--- src/hw/rtl/clf_pkg.sv ---
// ----------------------------------------------------------------------------
// clf_pkg
// shared types, constants and helpers of the camera line framer
// ----------------------------------------------------------------------------
package clf_pkg;

   localparam int ROW_CNT_BITS   = 11;
   localparam int RPF_BITS       = 11;
   localparam int FLIMIT_BITS    = 8;
   localparam int CMP_BITS       = (ROW_CNT_BITS > RPF_BITS) ? ROW_CNT_BITS : RPF_BITS;
   localparam int CSR_IDX_BITS   = 1;
   localparam int CSR_DATA_BITS  = 11;
   localparam int QUEUE_DEPTH    = 4;
   localparam int QUEUE_PTR_BITS = 2;
   localparam int QUEUE_CNT_BITS = 3;
   localparam int STEP_BITS      = 3;

   localparam logic [RPF_BITS-1:0]    RPF_RESET    = 11'd480;
   localparam logic [FLIMIT_BITS-1:0] FLIMIT_RESET = 8'd1;

   localparam logic [7:0] HDR_SYNC  = 8'hFF;
   localparam logic [7:0] HDR_FRAME = 8'h87;
   localparam logic [7:0] HDR_ROW   = 8'h11;

   typedef enum logic [CSR_IDX_BITS-1:0] {
      CSR_ROWS_PER_FRAME = 1'b0,
      CSR_FRAME_LIMIT    = 1'b1
   } csr_idx_type;

   typedef enum logic [1:0] {
      CMD_FRAME = 2'd0,
      CMD_PIXEL = 2'd1,
      CMD_ROW   = 2'd2
   } cmd_kind_type;

   typedef struct packed {
      cmd_kind_type kind;
      logic [7:0]   data;
   } cmd_type;

   typedef struct packed {
      logic    valid;
      cmd_type cmd;
   } push_type;

   typedef struct packed {
      logic    valid;
      cmd_type cmd;
   } head_type;

   // index of the final byte of a burst
   function automatic logic [STEP_BITS-1:0] cmd_last_step(input cmd_kind_type kind);
      logic [STEP_BITS-1:0] res;
      case (kind)
         CMD_FRAME: res = STEP_BITS'(4);
         CMD_ROW:   res = STEP_BITS'(2);
         CMD_PIXEL: res = STEP_BITS'(0);
         default:   res = STEP_BITS'(0);
      endcase
      return res;
   endfunction

   // byte of a burst at a given step
   function automatic logic [7:0] cmd_byte(input cmd_type cmd,
                                           input logic [STEP_BITS-1:0] step);
      logic [7:0] res;
      res = cmd.data;
      case (cmd.kind)
         CMD_FRAME: begin
            case (step)
               STEP_BITS'(0): res = HDR_SYNC;
               STEP_BITS'(1): res = HDR_FRAME;
               STEP_BITS'(2): res = HDR_SYNC;
               STEP_BITS'(3): res = HDR_ROW;
               default:       res = cmd.data;
            endcase
         end
         CMD_ROW: begin
            case (step)
               STEP_BITS'(0): res = HDR_SYNC;
               STEP_BITS'(1): res = HDR_ROW;
               default:       res = cmd.data;
            endcase
         end
         default: res = cmd.data;
      endcase
      return res;
   endfunction

endpackage

--- src/hw/rtl/clf_queue.sv ---
// ----------------------------------------------------------------------------
// clf_queue
// small command queue between intake and byte emitter
// ----------------------------------------------------------------------------
module clf_queue import clf_pkg::*; (
   input  logic     clock,
   input  logic     reset,
   input  push_type push,
   input  logic     pop,
   output logic     full,
   output head_type head
);

   cmd_type                   mem_ff [QUEUE_DEPTH];
   logic [QUEUE_PTR_BITS-1:0] wr_ptr_ff, wr_ptr_in;
   logic [QUEUE_PTR_BITS-1:0] rd_ptr_ff, rd_ptr_in;
   logic [QUEUE_CNT_BITS-1:0] count_ff, count_in;
   logic                      do_push, do_pop;

   assign full       = count_ff == QUEUE_CNT_BITS'(QUEUE_DEPTH);
   assign head.valid = count_ff != '0;
   assign head.cmd   = mem_ff[rd_ptr_ff];
   assign do_push    = push.valid && !full;
   assign do_pop     = pop && head.valid;

   always_comb begin
      wr_ptr_in = do_push ? wr_ptr_ff + QUEUE_PTR_BITS'(1) : wr_ptr_ff;
      rd_ptr_in = do_pop  ? rd_ptr_ff + QUEUE_PTR_BITS'(1) : rd_ptr_ff;
      count_in  = count_ff;
      if (do_push && !do_pop) begin
         count_in = count_ff + QUEUE_CNT_BITS'(1);
      end else if (do_pop && !do_push) begin
         count_in = count_ff - QUEUE_CNT_BITS'(1);
      end
   end

   always_ff @(posedge clock) begin
      if (do_push) begin
         mem_ff[wr_ptr_ff] <= push.cmd;
      end
   end

   always_ff @(posedge clock) begin
      if (reset) begin
         wr_ptr_ff <= '0;
         rd_ptr_ff <= '0;
         count_ff  <= '0;
      end else begin
         wr_ptr_ff <= wr_ptr_in;
         rd_ptr_ff <= rd_ptr_in;
         count_ff  <= count_in;
      end
   end

endmodule

--- config.mk ---
export PLATFORM = sky130hd
export DESIGN_NAME = clf_queue
export DESIGN_NICKNAME = d
export VERILOG_FILES = /design/src/hw/rtl/clf_pkg.sv /design/src/hw/rtl/clf_queue.sv
export SDC_FILE = /design/constraint.sdc
export NUM_CORES = 1
export LEC_CHECK = 0
export ABC_AREA = 1
export ABC_CLOCK_PERIOD_IN_PS = 1600
export BUFFER_PORTS_ARGS = -buffer_cell sky130_fd_sc_hd__buf_2
export CORE_UTILIZATION = 50
export CTS_CLUSTER_SIZE = 24
export DETAILED_ROUTE_END_ITERATION = 12
export PLACE_DENSITY = 0.78
export SLEW_MARGIN = 20
export SYNTH_ARGS = -nofsm -noshare
export SYNTH_HDL_FRONTEND = slang
export SYNTH_SLANG_ARGS = --single-unit
--- constraint.sdc ---
create_clock -name clock -period 1.6 [get_ports clock]
set_input_delay 0.08 -clock clock [delete_from_list [all_inputs] [get_ports clock]]
set_output_delay 0.08 -clock clock [all_outputs]
set_load 0.01 [all_outputs]
## Word-level counts from Yosys, hierarchy flattened

Memory sizes are Yosys's and may differ from the RTL's. A register that Yosys moved wholly into a read port is not among the register bits.
Cells that the tools add are included.

- Flip-flop bits (word level): 7
- RAM bits: 40
- Input bits: 14
- Output and inout bits: 12
- Logic and storage cells: 24
- Memories kept: 1

Memory list:

| memory | depth | width | rd ports | clocked after Yosys merged registers in | wr ports | RTL line | RTL |
|---|---|---|---|---|---|---|---|
| mem_ff | 4 | 10 | 1 | 1 | 1 | clf_queue.sv:14 | `cmd_type mem_ff [QUEUE_DEPTH];` |

- Add/sub/neg operators: 4
- Eq/ne operators: 1
- Multiplexer cells: 6
- Reduce and logical (&&, ||, !) cells: 9

Operators with widths:

| operator | count |
|---|---|
| 2-to-1 mux 3 bit | 2 |
| adder 2 x 1 -> 2 bit, second input constant | 2 |
| logical AND 1 bit | 4 |
| 2-to-1 mux 2 bit | 2 |
| adder 3 x 1 -> 3 bit, second input constant | 1 |
| equality test 3 bit, second input constant | 1 |
| zero test 1 bit | 3 |
| nonzero test 3 bit | 1 |
| subtractor 3 x 1 -> 3 bit, second input constant | 1 |
| 2-to-1 mux 1 bit | 2 |
| nonzero test 2 bit | 1 |

## Depth between registers and ports, before layout

- Depth in word-level cells: 7
- Gate-level depth with buffers: 13
- Depth with buffers taken out: 13

## Worst setup path after synthesis

Ideal clock, no wire load.

- Kind: register to register
- From: reg count_ff[0]
- To: reg count_ff[2]
- Setup time: 0.113 ns
- Arrival: 1.551 ns
- Path slack: -0.064 ns
- Cell stages (with the launch flop): 14
- Path buffers: 0
- Period minus slack after synthesis: 1.664 ns
- Cells stage by stage: dfxtp_1 -> nor2_4 -> nand2_2 -> nand2_4 -> inv_2 -> ha_1 -> inv_1 -> fa_1 -> inv_1 -> nand2_1 -> nand3_1 -> nand2_1 -> nand2_1 -> nor2_1

- Word-level cells in the longest chain between the ends: 6
- Elaborated cells between the ends (all ways): 14

Ends and longest elaborated chain:

| what | RTL line | RTL |
|---|---|---|
| start: declaration | clf_queue.sv:17 | `logic [QUEUE_CNT_BITS-1:0] count_ff, count_in;` |
| start signal: assignment | clf_queue.sv:51 | `count_ff <= count_in;` |
| equality test 3 bit (*) | clf_queue.sv:20 | `assign full = count_ff == QUEUE_CNT_BITS'(QUEUE_DEPTH);` |
| zero test 1 bit (*) | clf_queue.sv:23 | `assign do_push = push.valid && !full;` |
| logical AND 1 bit (*) | clf_queue.sv:23 |  |
| net do_push | clf_queue.sv:18 | `logic do_push, do_pop;` |
| zero test 1 bit | clf_queue.sv:32 | `end else if (do_pop && !do_push) begin` |
| logical AND 1 bit | clf_queue.sv:32 |  |
| nonzero test 2 bit (no source line) | n/a |  |

The timed path passes the listed nets; every way through them passes the cells marked *. The select of a mux whose other input is x is not followed.
A chain may end at the register's enable or synchronous reset.

## Final worst setup path

- From: reg count_ff[1]
- To: reg count_ff[2]

- Word-level cells in the longest chain between the ends: 6
- Elaborated cells between the ends (all ways): 14

Ends and longest elaborated chain:

| what |
|---|
| parallel branches: the longest is 6 deep, another holds subtractor 3 x 1 -> 3 bit |

Several ways; the timed one is not identified. The select of a mux whose other input is x is not followed.

==> key figures <==
Run status
  • Status: finished, violations left
  • Failing checks: setup timing

Power and ir drop
  • Comb pwr share: between 30% and 40%
  • Worst vdd ir: between 700 and 800 µV
  • Sw Share: about a third
  • Power, Total: around 0.0040 W
  • Power per cell area: 1569 nW/µm²
  • P_sw: 0.001264 W
  • Int Pwr: 0.002705 W
  • Leakage power: 0.9968 nW
  • Reg power frac: a little over two fifths
  • Clk pwr share: 23.9%

Die
  • Die X: 65.02 µm
  • Core Rows: 22
  • Die area: 4228 µm²
  • CORE AREA: about 3700 µm²
  • Initial core utilization: 53.04%
  • Die Y: roughly 65 µm
  • I/O pin cnt: 26

Setup path
  • Worst-path maximum fanout: 2
  • Crit path buf inv count: 1
  • Worst reg-to-reg setup slack: -0.04 ns
  • Crit Path Class: reg -> reg
  • CP Capture Type: register
  • CP max stage cell: fa_2
  • Max incr delay on CP: 0.35 ns
  • FF-to-FF Start: count_ff[1]
  • Critical path depth: 11
  • Crit path DAT: 1.88 ns
  • Delay-heaviest family, CP: simple AND/OR/NAND/NOR gates
  • Reg-to-Reg End: count_ff[2]
  • Crit-path most repeated cell: nand2_1
  • Worst EP required: around 1.8 ns
  • Critical Path Sink: count_ff[2]
  • CP Cell Sequence: nor2_4 > nand2_2 > nand2_4 > ha_4 > inv_2 > fa_2 > nand2_1 > nand3_2 > nand2_1 > nand2_1 > nor2_1
  • Critical path origin: count_ff[1]
  • Startpoint types: register
  • R2R depth: 11

Timing
  • RSZ-0062 raised after global routing: yes
  • Final setup vio count: 2
  • Final hold vios: 0
  • Min Clock Period, post-route: 1.643 ns
  • Relative slew margins: 80.18%
  • Slew @ Worst Pin: 0.2969 ns
  • Highest clock rate: a little over 600 MHz
  • Clk_skew: 0.006059 ns
  • Final period util: 102.7%
  • Hold slack: 0.004104 ns
  • Worst setup margin: -0.04316 ns
  • Max Slew Vio Count: 0

Detailed routing
  • Post-DRT Antenna Nets: 0
  • Initial DRC Count: 68
  • Vias per inst: 5.224
  • DR WL/cell: 15.25 µm
  • Routed via count: 1400
  • Total Routed Length: 4088 µm
  • Drt first pass iters: 4
  • DRC Markers: 0

Finish
  • Commonest non-fill, non-tap cells in the layout: edfxtp_1 (40), nor2_1 (33), buf_2 (25)
  • ANT cells: 0
  • Share of post-route cells with drive strength above 1: between 30% and 40%
  • Most common cell after layout, fill and taps aside: edfxtp_1
  • Area grow syn2layout: 27.41%
  • Nets: between 200 and 250
  • Fillers: 277

Global routing
  • Total grt overflow: 0
  • First-pass GRT wire length: 6154 µm
  • Antenna violations before repair: 0
  • Largest net degree at the start of global routing: 21
  • Overall routing resource usage: roughly a fifth
  • Vias in the first global route: 1344

Placed design
  • I/O Buffers: 25
  • RePlAce Congestion: between 0.7 and 0.8
  • DP Wirelength: approximately 2500 µm

Synthesis
  • Flops & latches, synth: 49
  • Yosys warns: 0
  • Synthesized area per cell: approximately 12 µm²
  • Seq/Total Area, Yosys: between 60% and 70%
  • Syn Inst Count: 166
  • Post-Syn Area: approximately 2000 µm²
  • Syn_nets: 186
  • Post-synth cell types: 19

Clock tree
  • Worst-path clk slew: 0.09 ns
  • Htree depth: 2
  • Worst skew pair latency: 0.30 ns
  • Longest Clk Path Bufs: 2
  • CTS tree: yes
  • CTS buffer count: 5
  • Clock sinks: 49
  • Clock root cell: clkbuf_8

Min path
  • Hold path depth: 1
  • Hold Crit Class: in -> reg

Flow run
  • Maxcap violations: 0
[synthesized netlist by cell type]
master	count	share of area [%]
edfxtp_1	40	60
nand3_1	4	1.0
o22ai_1	10	3.2
nand2_4	2	1.1
xor2_1	1	0.44
buf_2	3	0.76
nor2_1	33	6.2
nand3b_1	1	0.38
nand2_1	10	1.9
fa_1	1	1.0
nand2_2	3	0.95
dfxtp_1	9	9.1
nor2_4	1	0.57
inv_1	16	3.0
a21oi_1	3	0.76
clkbuf_2	2	0.50
inv_2	1	0.19
o21ai_0	21	5.3
ha_1	5	3.2
[worst reg2reg max path: cells and delay by family, from the launching register on]
| kind | cells | cell delay, ns |
|---|---|---|
| buffers and inverters | 1 | 0.04 |
| and+or+nand+nor | 8 | 0.71 |
| adders and majority gates | 2 | 0.49 |
| DFF | 1 | 0.34 |
[metrics by stage]
stage / utilization, % / setup WS, ns / TNS, ns / std cells / instance area, µm²
2_1_floorplan: - / -0.01780 / -0.01780 / 166 / 1988
3_3_place_gp: 59.79 / 0.03473 / 0 / 246 / 2238
3_5_place_dp: 59.79 / -0.1190 / -0.1737 / 246 / 2238
4_1_cts: 66.11 / -0.02122 / -0.03627 / 262 / 2475
5_1_grt: 67.58 / -0.1289 / -0.2293 / 268 / 2530
6_report: 67.58 / -0.04316 / -0.07732 / 268 / 2530
[registers in the layout, indices dropped and copies added, names as in the netlist, named ones only]
name / cells
mem_ff: 40
wr_ptr_ff: 2
rd_ptr_ff: 2
count_ff: 3
[worst min-delay path by stage]
stage,start,end,slack [ns]
detailed placement,push[0],mem_ff[2][0],0.30
global placement,push[1],mem_ff[0][1],0.29
floorplan,reset,count_ff[0],0.14
CTS,push[1],mem_ff[2][1],0.001
finish,push[1],mem_ff[1][1],0.004
global route,push[1],mem_ff[0][1],0.008
[layer usage]
layer  GRT usage [%]  wire length [µm]  vias to the layer above
li1                -                 -                      679
met1           24.06              1638                      668
met2           35.68              2157                       43
met3           3.345               223                       10
met4           9.783                68                        0
met5               0                 0                        -
[layout make-up]
cell class / count / area (µm²) / area share [%]
Clock buffer: 6 / 93.84 / 3.709
Clock inverter: 2 / 35.03 / 1.385
Inverter: 17 / 70.07 / 2.770
Multi-Input combinational cell: 95 / 541.8 / 21.41
Sequential cell: 49 / 1388 / 54.85
Tap cell: 48 / 60.06 / 2.374
Timing Repair Buffer: 49 / 326.6 / 12.91
Timing Repair inverter: 2 / 15.01 / 0.5935
[power by group through the flow]
stage / Clock [W] / Sequential (W) / Combinational, W
2_1_floorplan: 0 / 0.00167 / 0.000698
3_3_place_gp: 0 / 0.00167 / 0.00106
3_5_place_dp: 0 / 0.00168 / 0.00114
4_1_cts: 0.000957 / 0.00165 / 0.00125
5_1_grt: 0.00101 / 0.00169 / 0.00147
6_report: 0.000947 / 0.00168 / 0.00135
[cell families after synthesis]
group	count (synthesis)	share of synthesized area, %
adders and majority gates	6	4.159
DFF	49	69.56
AOI/OAI and AO/OA	34	9.199
and+or+nand+nor	54	12.16
xor gates and xnor gates	1	0.4412
buffers and inverters	22	4.474
[what timing repair did]
item / in CTS / in global routing
hold buffers: 7 / 0
buffers inserted: 1 / 4
pin swaps: 3 / 7
setup endpoints to repair: 4 / 12
gates resized for setup: 9 / 7
cloned: 0 / 2
endpoints found under the hold margin: 28 / 0
Power figures use the tool's default switching activity.
