[config.mk]
export PLATFORM = sky130hd
export DESIGN_NAME = clf_back_flat
export DESIGN_NICKNAME = d
export VERILOG_FILES = /design/src/hw/rtl/clf_pkg.sv /design/src/hw/rtl/clf_if.sv /design/src/hw/rtl/clf_back.sv /design/src/flat_wrapper.sv
export SDC_FILE = /design/constraint.sdc
export NUM_CORES = 1
export LEC_CHECK = 0
export BUFFER_PORTS_ARGS = -buffer_cell sky130_fd_sc_hd__buf_2
export CAP_MARGIN = 30
export CORE_MARGIN = 8
export CORE_UTILIZATION = 50
export CTS_CLUSTER_DIAMETER = 80
export CTS_CLUSTER_SIZE = 24
export DETAILED_ROUTE_END_ITERATION = 8
export PLACE_DENSITY = 0.85
export SLEW_MARGIN = 0
export SYNTH_ARGS = -nofsm -noshare
export SYNTH_HDL_FRONTEND = slang
export SYNTH_SLANG_ARGS = --single-unit
[constraint.sdc]
create_clock -name clock -period 4.1 [get_ports clock]
set_clock_uncertainty 0.2 [all_clocks]
set_input_delay 0.205 -clock clock [delete_from_list [all_inputs] [get_ports clock]]
set_output_delay 0.205 -clock clock [all_outputs]
set_load 0.01 [all_outputs]
[src/hw/rtl/clf_pkg.sv]
// ----------------------------------------------------------------------------
// clf_pkg
// shared types, constants and helpers of the camera line framer
// ----------------------------------------------------------------------------
package clf_pkg;

   localparam int ROW_CNT_BITS   = 11;
   localparam int RPF_BITS       = 11;
   localparam int FLIMIT_BITS    = 8;
   localparam int CMP_BITS       = (ROW_CNT_BITS > RPF_BITS) ? ROW_CNT_BITS : RPF_BITS;
   localparam int CSR_IDX_BITS   = 1;
   localparam int CSR_DATA_BITS  = 11;
   localparam int QUEUE_DEPTH    = 4;
   localparam int QUEUE_PTR_BITS = 2;
   localparam int QUEUE_CNT_BITS = 3;
   localparam int STEP_BITS      = 3;

   localparam logic [RPF_BITS-1:0]    RPF_RESET    = 11'd480;
   localparam logic [FLIMIT_BITS-1:0] FLIMIT_RESET = 8'd1;

   localparam logic [7:0] HDR_SYNC  = 8'hFF;
   localparam logic [7:0] HDR_FRAME = 8'h87;
   localparam logic [7:0] HDR_ROW   = 8'h11;

   typedef enum logic [CSR_IDX_BITS-1:0] {
      CSR_ROWS_PER_FRAME = 1'b0,
      CSR_FRAME_LIMIT    = 1'b1
   } csr_idx_type;

   typedef enum logic [1:0] {
      CMD_FRAME = 2'd0,
      CMD_PIXEL = 2'd1,
      CMD_ROW   = 2'd2
   } cmd_kind_type;

   typedef struct packed {
      cmd_kind_type kind;
      logic [7:0]   data;
   } cmd_type;

   typedef struct packed {
      logic    valid;
      cmd_type cmd;
   } push_type;

   typedef struct packed {
      logic    valid;
      cmd_type cmd;
   } head_type;

   // index of the final byte of a burst
   function automatic logic [STEP_BITS-1:0] cmd_last_step(input cmd_kind_type kind);
      logic [STEP_BITS-1:0] res;
      case (kind)
         CMD_FRAME: res = STEP_BITS'(4);
         CMD_ROW:   res = STEP_BITS'(2);
         CMD_PIXEL: res = STEP_BITS'(0);
         default:   res = STEP_BITS'(0);
      endcase
      return res;
   endfunction

   // byte of a burst at a given step
   function automatic logic [7:0] cmd_byte(input cmd_type cmd,
                                           input logic [STEP_BITS-1:0] step);
      logic [7:0] res;
      res = cmd.data;
      case (cmd.kind)
         CMD_FRAME: begin
            case (step)
               STEP_BITS'(0): res = HDR_SYNC;
               STEP_BITS'(1): res = HDR_FRAME;
               STEP_BITS'(2): res = HDR_SYNC;
               STEP_BITS'(3): res = HDR_ROW;
               default:       res = cmd.data;
            endcase
         end
         CMD_ROW: begin
            case (step)
               STEP_BITS'(0): res = HDR_SYNC;
               STEP_BITS'(1): res = HDR_ROW;
               default:       res = cmd.data;
            endcase
         end
         default: res = cmd.data;
      endcase
      return res;
   endfunction

endpackage

[src/hw/rtl/clf_if.sv]


interface clf_rsp_if;
   logic       valid;
   logic       ready;
   logic [7:0] out_byte;
   logic       last_of_run;

   modport source (output valid, output out_byte, output last_of_run, input ready);
   modport sink   (input valid, input out_byte, input last_of_run, output ready);
endinterface


[src/hw/rtl/clf_back.sv]
// ----------------------------------------------------------------------------
// clf_back
// byte emitter: expands one command into its header, row or pixel bytes
// ----------------------------------------------------------------------------
module clf_back import clf_pkg::*; (
   input  logic     clock,
   input  logic     reset,
   input  head_type head,
   output logic     pop,
   clf_rsp_if.source rsp_bus
);

   cmd_type              cur_ff, cur_in;
   logic                 busy_ff, busy_in;
   logic [STEP_BITS-1:0] step_ff, step_in;
   logic                 last;
   logic                 xfer;

   assign last                = step_ff == cmd_last_step(cur_ff.kind);
   assign xfer                = busy_ff && rsp_bus.ready;
   assign rsp_bus.valid       = busy_ff;
   assign rsp_bus.out_byte    = cmd_byte(cur_ff, step_ff);
   assign rsp_bus.last_of_run = last;
   assign pop                 = !busy_ff || (xfer && last);

   always_comb begin
      cur_in  = cur_ff;
      busy_in = busy_ff;
      step_in = step_ff;
      if (pop) begin
         cur_in  = head.cmd;
         busy_in = head.valid;
         step_in = '0;
      end else if (xfer) begin
         step_in = step_ff + STEP_BITS'(1);
      end
   end

   always_ff @(posedge clock) begin
      cur_ff <= cur_in;
   end

   always_ff @(posedge clock) begin
      if (reset) begin
         busy_ff <= 1'b0;
         step_ff <= '0;
      end else begin
         busy_ff <= busy_in;
         step_ff <= step_in;
      end
   end

endmodule

[src/flat_wrapper.sv]
// flat-port wrapper written by rule: the top's interface ports become plain ports
module clf_back_flat import clf_pkg::*;
  (clock, reset, head, pop, rsp_bus_valid, rsp_bus_out_byte, rsp_bus_last_of_run, rsp_bus_ready);
  clf_rsp_if rsp_bus_i ();
  input  logic clock;
  input  logic reset;
  input  head_type head;
  output logic pop;
  output wire logic [$bits(rsp_bus_i.valid)-1:0] rsp_bus_valid;
  output wire logic [$bits(rsp_bus_i.out_byte)-1:0] rsp_bus_out_byte;
  output wire logic [$bits(rsp_bus_i.last_of_run)-1:0] rsp_bus_last_of_run;
  input wire logic [$bits(rsp_bus_i.ready)-1:0] rsp_bus_ready;
  assign rsp_bus_valid = rsp_bus_i.valid;
  assign rsp_bus_out_byte = rsp_bus_i.out_byte;
  assign rsp_bus_last_of_run = rsp_bus_i.last_of_run;
  assign rsp_bus_i.ready = rsp_bus_ready;
  clf_back u_core (.clock(clock), .reset(reset), .head(head), .pop(pop), .rsp_bus(rsp_bus_i));
endmodule
# Word level (Yosys, flattened, before mapping)
# Cells that the tools add are included.
totals:
  regBits: 14
  inputBits: 14
  out_inout_bits: 11
  wordCells: 22
classes:
  add_sub_neg: 1
  eq_ne: 5
  n_mux: 4
  n_reduce_logical: 8
ops:
  columns: ["op", "n"]
  rows:
  - ["one-hot mux 8 bit (2 select lines)", 2]
  - ["one-hot mux 8 bit (3 select lines)", 1]
  - ["== test 3 x 2 -> 1 bit, second input constant", 2]
  - ["one-hot mux 3 bit (2 select lines)", 1]
  - ["OR reduction 2 bit", 2]
  - ["adder 3 x 1 -> 3 bit, second input constant", 1]
  - ["== test 3 x 1 -> 1 bit, second input constant", 1]
  - ["== test 3 bit", 1]
  - ["logical NOT 3 bit", 1]
  - ["== test 2 bit, second input constant", 1]
  - ["logical AND 1 bit", 2]
  - ["logical NOT 2 bit", 1]
  - ["logical NOT 1 bit", 1]
  - ["logical OR 1 bit", 1]

# Longest topological paths before layout
# Gate-level depths: netlist of run 1.
logic_depth:
  ltp_word: 6
  depth_mapped: 7

# Worst setup path before layout of run 1
# OpenSTA, ideal clock, no wires.
synth_timing:
  path_kind: "register -> register"
  from: "register u_core.cur_ff[9] (netlist name)"
  to: "register u_core.cur_ff[0] (netlist name) (enable)"
  arrival_time_ns: 2.024
  required_time_ns: 3.497
  path_slack_ns: 1.473
  path_stages_with_launch: 5
  path_cell_list: "edfxtp_1 -> buf_4 -> nor4b_1 -> o31ai_1 -> o21ai_0"
synth_via:
  elab_chain_len: 5
synth_lines:
  columns: ["element", "line", "source"]
  rows:
  - ["start: declaration", "clf_back.sv:13", "cmd_type cur_ff, cur_in;"]
  - ["start signal: assignment", "clf_back.sv:40", "cur_ff <= cur_in;"]
  - ["== test 2 bit / logical NOT 2 bit (equally long branches)", "clf_pkg.sv:54", "case (kind)"]
  - ["one-hot mux 3 bit (2 select lines) (*)", "clf_pkg.sv:54", null]
  - ["== test 3 bit (*)", "clf_back.sv:19", "assign last = step_ff == cmd_last_step(cur_ff.kind);"]
  - ["logical AND 1 bit (*)", "clf_back.sv:24", "assign pop = !busy_ff || (xfer && last);"]
  - ["logical OR 1 bit (*)", "clf_back.sv:24", null]
  - ["named net pop", "flat_wrapper.sv:8", "output logic pop;"]
# Mark *: on every way through the listed nets, which the timed path passes. The rest lies on a longest branch.
# A chain may end at the register's enable or synchronous reset.

# Worst setup path after layout of run 1
layout_timing:
  from: "register u_core.cur_ff[9] (netlist name)"
  to: "register u_core.busy_ff, in the netlist u_core.rsp_bus.valid"
layout_via:
  elab_chain_len: 5
layout_lines:
  columns: ["element", "line", "source"]
  rows:
  - ["== test 2 bit / logical NOT 2 bit (equally long branches)", "clf_pkg.sv:54", null]
  - ["one-hot mux 3 bit (2 select lines) (*)", "clf_pkg.sv:54", null]
  - ["== test 3 bit (*)", "clf_back.sv:19", null]
  - ["logical AND 1 bit (*)", "clf_back.sv:24", null]
  - ["logical OR 1 bit (*)", "clf_back.sv:24", null]
  - ["end signal: assignment", "clf_back.sv:48", "busy_ff <= busy_in;"]
  - ["end: declaration", "clf_back.sv:14", "logic busy_ff, busy_in;"]
# Mark *: on every way between the ends. The rest lies on a longest branch, timed or not.

==> results of run 1 <==
-- cells by family after synthesis --
kind of cell,count (synthesis),synth area share (%)
fa+ha+maj,5,7.81
flops,14,47.5
simple gates,36,23.4
buf+inv,12,6.09
compound gates,22,15.2
-- cells in the final DEF (no fill, tap or decap), types with 2 or more instances in the layout --
cell type,count
inv_1,10
edfxtp_1,10
nand2b_1,3
nand3_1,2
o21ai_0,9
dlygate4sd3_1,13
clkbuf_4,3
nor2b_1,2
nor2_1,9
dfxtp_1,4
nor4_1,2
o31ai_1,2
nand2_1,9
ha_1,5
buf_2,24
nor3_1,2
a21oi_1,9
-- Yosys cell counts --
master / number / share of area [%]
nor2b_1: 2 / 1.6
o31ai_1: 2 / 1.9
buf_4: 1 / 0.94
edfxtp_1: 10 / 38
nand3_1: 2 / 1.3
nand3b_1: 1 / 0.94
nor4b_1: 1 / 1.1
ha_1: 5 / 7.8
nor4_1: 2 / 1.6
o211ai_1: 1 / 0.94
inv_1: 10 / 4.7
nor4bb_1: 1 / 1.3
nor3_1: 2 / 1.3
o21ai_0: 9 / 5.6
a21oi_1: 9 / 5.6
nor2_1: 9 / 4.2
nand2_1: 9 / 4.2
dfxtp_1: 4 / 10
and3b_1: 1 / 1.1
clkbuf_1: 1 / 0.47
nand2b_1: 3 / 2.3
or3_1: 1 / 0.78
nor3b_1: 1 / 0.94
or4_1: 1 / 0.94
o221ai_1: 1 / 1.1
-- timing repair --
item	4_1_cts	5_1_grt
endpoints found under the hold margin	12	0
resized for setup	0	0
hold buffers	13	0
setup buffers	0	0
-- cell type report --
cell class / instances / area share, %
well taps: 16 / 1.83
inverters: 10 / 3.43
flip-flops and latches: 14 / 34.8
clock buffers: 4 / 2.40
multi-input cells: 63 / 34.0
repair buffers: 38 / 23.6
-- power groups by stage --
stage	Clock [W]	Sequential, W	Combinational, W
4_1_cts	0.0000816	0.000168	0.0000566
6_report	0.0000818	0.000169	0.0000576
3_3_place_gp	0	0.000171	0.0000457
2_1_floorplan	0	0.000169	0.0000276
3_5_place_dp	0	0.000172	0.0000468
5_1_grt	0.0000911	0.000170	0.0000639
-- layer usage --
layer | routed length (um) | vias up | global-route usage, %
met1 | 811 | 378 | 14.2
met5 | 0 | - | 0
met2 | 1150 | 25 | 24.6
met3 | 97 | 4 | 2.74
met4 | 38 | 0 | 7.56
li1 | - | 393 | -
-- worst min-delay path by stage --
stage	start	endpoint	slack, ps	depth (start not counted)
after floorplan	reset	u_core.rsp_bus.valid$_SDFFE_PP0P_	70	1
after global placement	reset	u_core.rsp_bus.valid$_SDFFE_PP0P_	170	2
after detailed placement	reset	u_core.rsp_bus.valid$_SDFFE_PP0P_	180	2
after CTS	u_core.step_ff[1]$_SDFFE_PP0P_	u_core.step_ff[1]$_SDFFE_PP0P_	340	2
after global routing	u_core.step_ff[1]$_SDFFE_PP0P_	u_core.step_ff[1]$_SDFFE_PP0P_	390	2
final	u_core.step_ff[1]$_SDFFE_PP0P_	u_core.step_ff[1]$_SDFFE_PP0P_	360	2
-- worst max-delay path: stages, from the launching register on --
cell and delay [ps]:
edfxtp_1 560, nor4bb_1 430, o31ai_1 210, o21ai_0 220, buf_4 240, a21oi_1 80
dlygate4sd3_1 550
-- through the flow --
step           area [um2]  hold WS (ps)  utilization (%)
5_1_grt              1090           390             72.6
2_1_floorplan         801          74.1                -
3_3_place_gp          937           172             62.2
4_1_cts              1090           345             72.6
3_5_place_dp          937           178             62.2
6_report             1090           359             72.6
-- flip-flops by register name, indices dropped and copies added (netlist names) --
name / cells
u_core.cur_ff: 10
u_core.step_ff: 3
u_core.rsp_bus.valid: 1
==> impl_metrics.ini, run 1 <==
[drt]
dr.pass1.iters = 4
drc_errors = 0
avgRoutedWirePerCell_um = 14.4
routed_wl_um = 2090
drt_iter0_drc = 6
ant_nets = 0
viasPerCell = 5.52
vias = 800

[setup_path]
endpoint_kind = flip-flop
r2r-start = u_core.cur_ff[9]$_DFFE_PP_
cp-start-kind = flip-flop
worstPathArrival_ps = 2550
cp-endpoint = u_core.rsp_bus.valid$_SDFFE_PP0P_
path_class = flip-flop to flip-flop
r2r_end = u_core.rsp_bus.valid$_SDFFE_PP0P_
startpoint = u_core.cur_ff[9]$_DFFE_PP_
r2r_cells = 6
r2r_slack_ps = 1510
required_ps = 4060
worstPathMaxFanout = 12

[power]
power_frac_comb_pct = 18.7
peakVddDrop_mv = 0.213
intPower_w = 0.000228
power_switching_w = 0.0000802
p_leak_nw = 0.470
seqPwrFrac_pct = 54.8
power_density_mw_per_mm2 = 282
p_clk_share_pct = 26.5
finalPower_w = 0.000308
switching_share_pct = 26.0

[sta]
hold_viol_final = 0
setup_viol = 0
min_period_ps = 2590
rsz0062_at_grt = no
final.period_utilization_pct = 63.1
max_clock_freq_mhz = 387
fin_tns_setup_ps = 0
relSlewSlack_pct = 67.1
finalMaxSlewViolations = 0
tightest_slew_ps = 489
worst_slack_ps = 1510

[global_routing]
grtUsageTotal_pct = 13.6
grt_max_degree = 16
grt.overflow.total = 0
grt_pass1_wl_um = 3490
antenna_found_initial = 0
grt_pass1_vias = 757

[placement]
place_inst = 128
io_buffer_count = 24
dp_slack_ps = 2000
place_congestion = 0.908
hpwl_um = 1390

[final_layout]
final-seq-area_um2 = 380
final_nets = 149
num_antenna_cells = 0
final_layout_size_suffix_gt1_share_pct = 21.7
n_fill_cell = 116
area_growth_syn_to_layout_pct = 36.6
stdcell_count = 145
multi_input_area_um2 = 372

[hold_path]
hold_class = flip-flop to flip-flop

[synthesis]
ys_seq_area_share_pct = 47.5
synth_area_um2 = 801
ys_warn_count = 0
syn-num-nets = 108
avgSynthCellArea_um2 = 9.00
ys_types = 25
synth-seq-cells = 14
syn_inst = 89

[die]
fp.dieArea_mm2 = 0.00314
die_height_um = 56.0
io_pins = 25
coreArea_mm2 = 0.00151
initial_core_util_pct = 53.2
die_x_um = 56.0
rows = 14

[clock_tree]
ctsLongestPathBuffers = 2
htreeDepth = 1
clkTransAtPathRegs_ps = 80
cts_buffers = 3
clock_latency_ps = 280
cts_tree = built
cts.sinks = 14
clock-root-buffer = clkbuf_4

[outcome]
status = completed

[job]
maxCapViolations = 0
(Power assumes the default switching activity.)
==> run 2, diff against run 1 <==
--- a/config.mk
+++ b/config.mk
@@ -5,14 +5,15 @@
 export SDC_FILE = /design/constraint.sdc
 export NUM_CORES = 1
 export LEC_CHECK = 0
+export ABC_AREA = 1
 export BUFFER_PORTS_ARGS = -buffer_cell sky130_fd_sc_hd__buf_2
 export CAP_MARGIN = 30
 export CORE_MARGIN = 8
-export CORE_UTILIZATION = 50
+export CORE_UTILIZATION = 49
 export CTS_CLUSTER_DIAMETER = 80
 export CTS_CLUSTER_SIZE = 24
 export DETAILED_ROUTE_END_ITERATION = 8
-export PLACE_DENSITY = 0.85
+export PLACE_DENSITY = 0.84
 export SLEW_MARGIN = 0
 export SYNTH_ARGS = -nofsm -noshare
 export SYNTH_HDL_FRONTEND = slang
==> constraint.sdc (replaced) <==
create_clock -name clock -period 2.4 [get_ports clock]
set_clock_uncertainty 0.2 [all_clocks]
set_input_delay 0.12 -clock clock [delete_from_list [all_inputs] [get_ports clock]]
set_output_delay 0.12 -clock clock [all_outputs]
set_load 0.01 [all_outputs]
==> run 2 against run 1 <==
Effect of this change: routed wire length increased by 4.3%; flip-flop and latch count did not move; sequential share of layout area decreased by 0.66 points; worst setup slack worse by 1300 ps; combinational power grew to 2.6 times the previous value; die area increased by 2.1%; critical path type is now flip-flop to output port; highest routed layer unchanged; sequential power increased by 72%; non-clock buffer count unchanged; register-to-register slack got worse by 1100 ps.
==> impl_metrics.ini, run 2 <==
[clock_tree]
cts_tree = built
clkTransAtPathRegs_ps = 80
cts_setup_buffers = 0
cts.sinks = 14
htreeDepth = 1
ctsLongestPathBuffers = 2
cts_buffers = 3
clock-root-buffer = clkbuf_4
clock_latency_ps = 270
post_cts_resized = 0

[synthesis]
synth_area_um2 = 808
avgSynthCellArea_um2 = 9.18
synth-seq-cells = 14
syn_inst = 88
synth-simple-area-share_pct = 22.0
ys_seq_area_share_pct = 47.1
yosys_most_used_dff = edfxtp_1
yosys.area.top_type = edfxtp_1
synth_fa_ha_area_share_pct = 7.74
synth.most_common_cell = nand2_1
synth_area_leaders = edfxtp_1, dfxtp_1, nand2_1
synth_compound_area_share_pct = 14.4
yosys.area_share.xor_xnor_pct = 1.08
synth.area.mux_share_pct = 1.39
synth_top_area_share_pct = 37.2
synthTopCellsByCount = nand2_1, edfxtp_1, inv_1, nor2_1
ys_warn_count = 0
syn-num-nets = 107
synth_edf_count = 10
synth_top_family_by_area = simple AND/OR/NAND/NOR gates
ys_async_sr_fraction_pct = 0
ys_types = 25

[final_layout]
top_register = u_core.cur_ff
n_fill_cell = 99
layout_commonest_cell = buf_2
final_nets = 150
largest_reg_flops = 10
final_cell_mix = buf_2, nand2_1, dlygate4sd3_1
final_layout_size_suffix_gt1_share_pct = 31.5
area_growth_syn_to_layout_pct = 37.9
num_antenna_cells = 0

[drt]
vias = 754
avgRoutedWirePerCell_um = 15.0
dr.pass1.iters = 4
drt_iter0_drc = 28
ant_nets = 0
viasPerCell = 5.16
drc_errors = 0
routed_wl_um = 2180

[global_routing]
grtUsageTotal_pct = 13.6
grt_max_degree = 12
grt.overflow.total = 0
antenna_found_initial = 0
grt_pass1_vias = 829
grt_pass1_wl_um = 3640

[hold_path]
hold_class = input port to flip-flop

[job]
maxCapViolations = 0

[setup_path]
crit_path_cell_trace = inv_1, ha_1, o21ai_4, and2_4, nand2_2, o21ai_0, nand2_1, buf_2
required_ps = 2080
critPathSlowestCell = dfxtp_1
critPathMaxStageDelay_ps = 440
endpoint_kind = output port
worstPathMaxFanout = 5
critical_path_buf_inv_count = 2
worstPathArrival_ps = 1830
path_class = flip-flop to output port
critical-path-top-delay-family = flip-flops
cp-start-kind = flip-flop

[die]
die_height_um = 56.6
io_pins = 25
initial_core_util_pct = 53.0
coreArea_mm2 = 0.00152
fp.dieArea_mm2 = 0.00321
die_x_um = 56.6
rows = 14

[sta]
rsz0062_at_grt = no
worst_slack_ps = 248
setup_viol = 0
finalMaxSlewViolations = 0
hold-worst-slack_ps = 56.8
hold_viol_final = 0
min_period_ps = 2150
relSlewSlack_pct = 70.5
final.period_utilization_pct = 89.7
tightest_slew_ps = 441
max_clock_freq_mhz = 465
fin_tns_setup_ps = 0

[power]
power_density_mw_per_mm2 = 514
p_leak_nw = 0.503
finalPower_w = 0.000573
peakVddDrop_mv = 0.370

[placement]
io_buffer_count = 24
dp_slack_ps = 567
hpwl_um = 1320
place_congestion = 0.831

[outcome]
status = completed
==> run 2: timing repair <==
action / 4_1_cts / 5_1_grt
endpoints found under the setup margin: 0 / 0
endpoints found under the hold margin: 14 / 0
hold buffers: 14 / 0
==> run 2: final cells by class <==
class	instances	area (um2)	area share, %
repair buffers	38	260	23.3
well taps	16	20.0	1.80
flip-flops and latches	14	380	34.1
inverters	13	51.3	4.60
multi-input cells	61	377	33.8
clock inverters	1	3.75	0.337
clock buffers	3	22.5	2.02
==> run 2: path summary, 6_finish.rpt <==
kind	slack (ps)	from	end	depth (start not counted)
min	60	rsp_bus_ready	u_core.step_ff[0]$_SDFFE_PP0P_	4
max reg2reg	380	u_core.cur_ff[8]$_DFFE_PP_	u_core.rsp_bus.valid$_SDFFE_PP0P_	9
min reg2reg	370	u_core.rsp_bus.valid$_SDFFE_PP0P_	u_core.step_ff[0]$_SDFFE_PP0P_	2
max	250	u_core.step_ff[0]$_SDFFE_PP0P_	rsp_bus_out_byte[5]	8
==> run 2: worst min-delay path, cell delays in order <==
cell and delay (ps):
buf_2 100, nand3_2 100, nand3_2 120, nor2_1 50
==> run 2: cells by family after synthesis <==
kind of cell | Yosys count
and+or+nand+nor | 37
DFF | 14
xor gates and xnor gates | 1
AOI/OAI and AO/OA | 17
buffers and inverters | 13
adders and majority gates | 5
muxes | 1
==> run 2: power breakdown <==
group / internal [W] / leakage [nW] / switching (W) / total [W]
sequential: 0.000281 / 0.134 / 0.00000966 / 0.000290
clock: 0.0000601 / 0.0154 / 0.0000740 / 0.000134
combinational: 0.0000671 / 0.354 / 0.0000811 / 0.000148
total: 0.000408 / 0.503 / 0.000165 / 0.000573
==> run 2: through the flow <==
stage | instances | instance area [um2] | util (%)
global route | 146 | 1110 | 73.2
CTS | 146 | 1110 | 73.2
global placement | 128 | 948 | 62.2
detailed placement | 128 | 948 | 62.2
finish | 146 | 1110 | 73.2
floorplan | 88 | 808 | -
==> run 2: metal layers <==
| metal | vias to the layer above | track usage [%] | routed length [um] |
|---|---|---|---|
| li1 | 378 | - | - |
| met1 | 349 | 13.9 | 881 |
| met2 | 23 | 26.0 | 1180 |
| met3 | 4 | 3.15 | 85 |
| met4 | 0 | 4.47 | 36 |
| met5 | - | 0 | 0 |
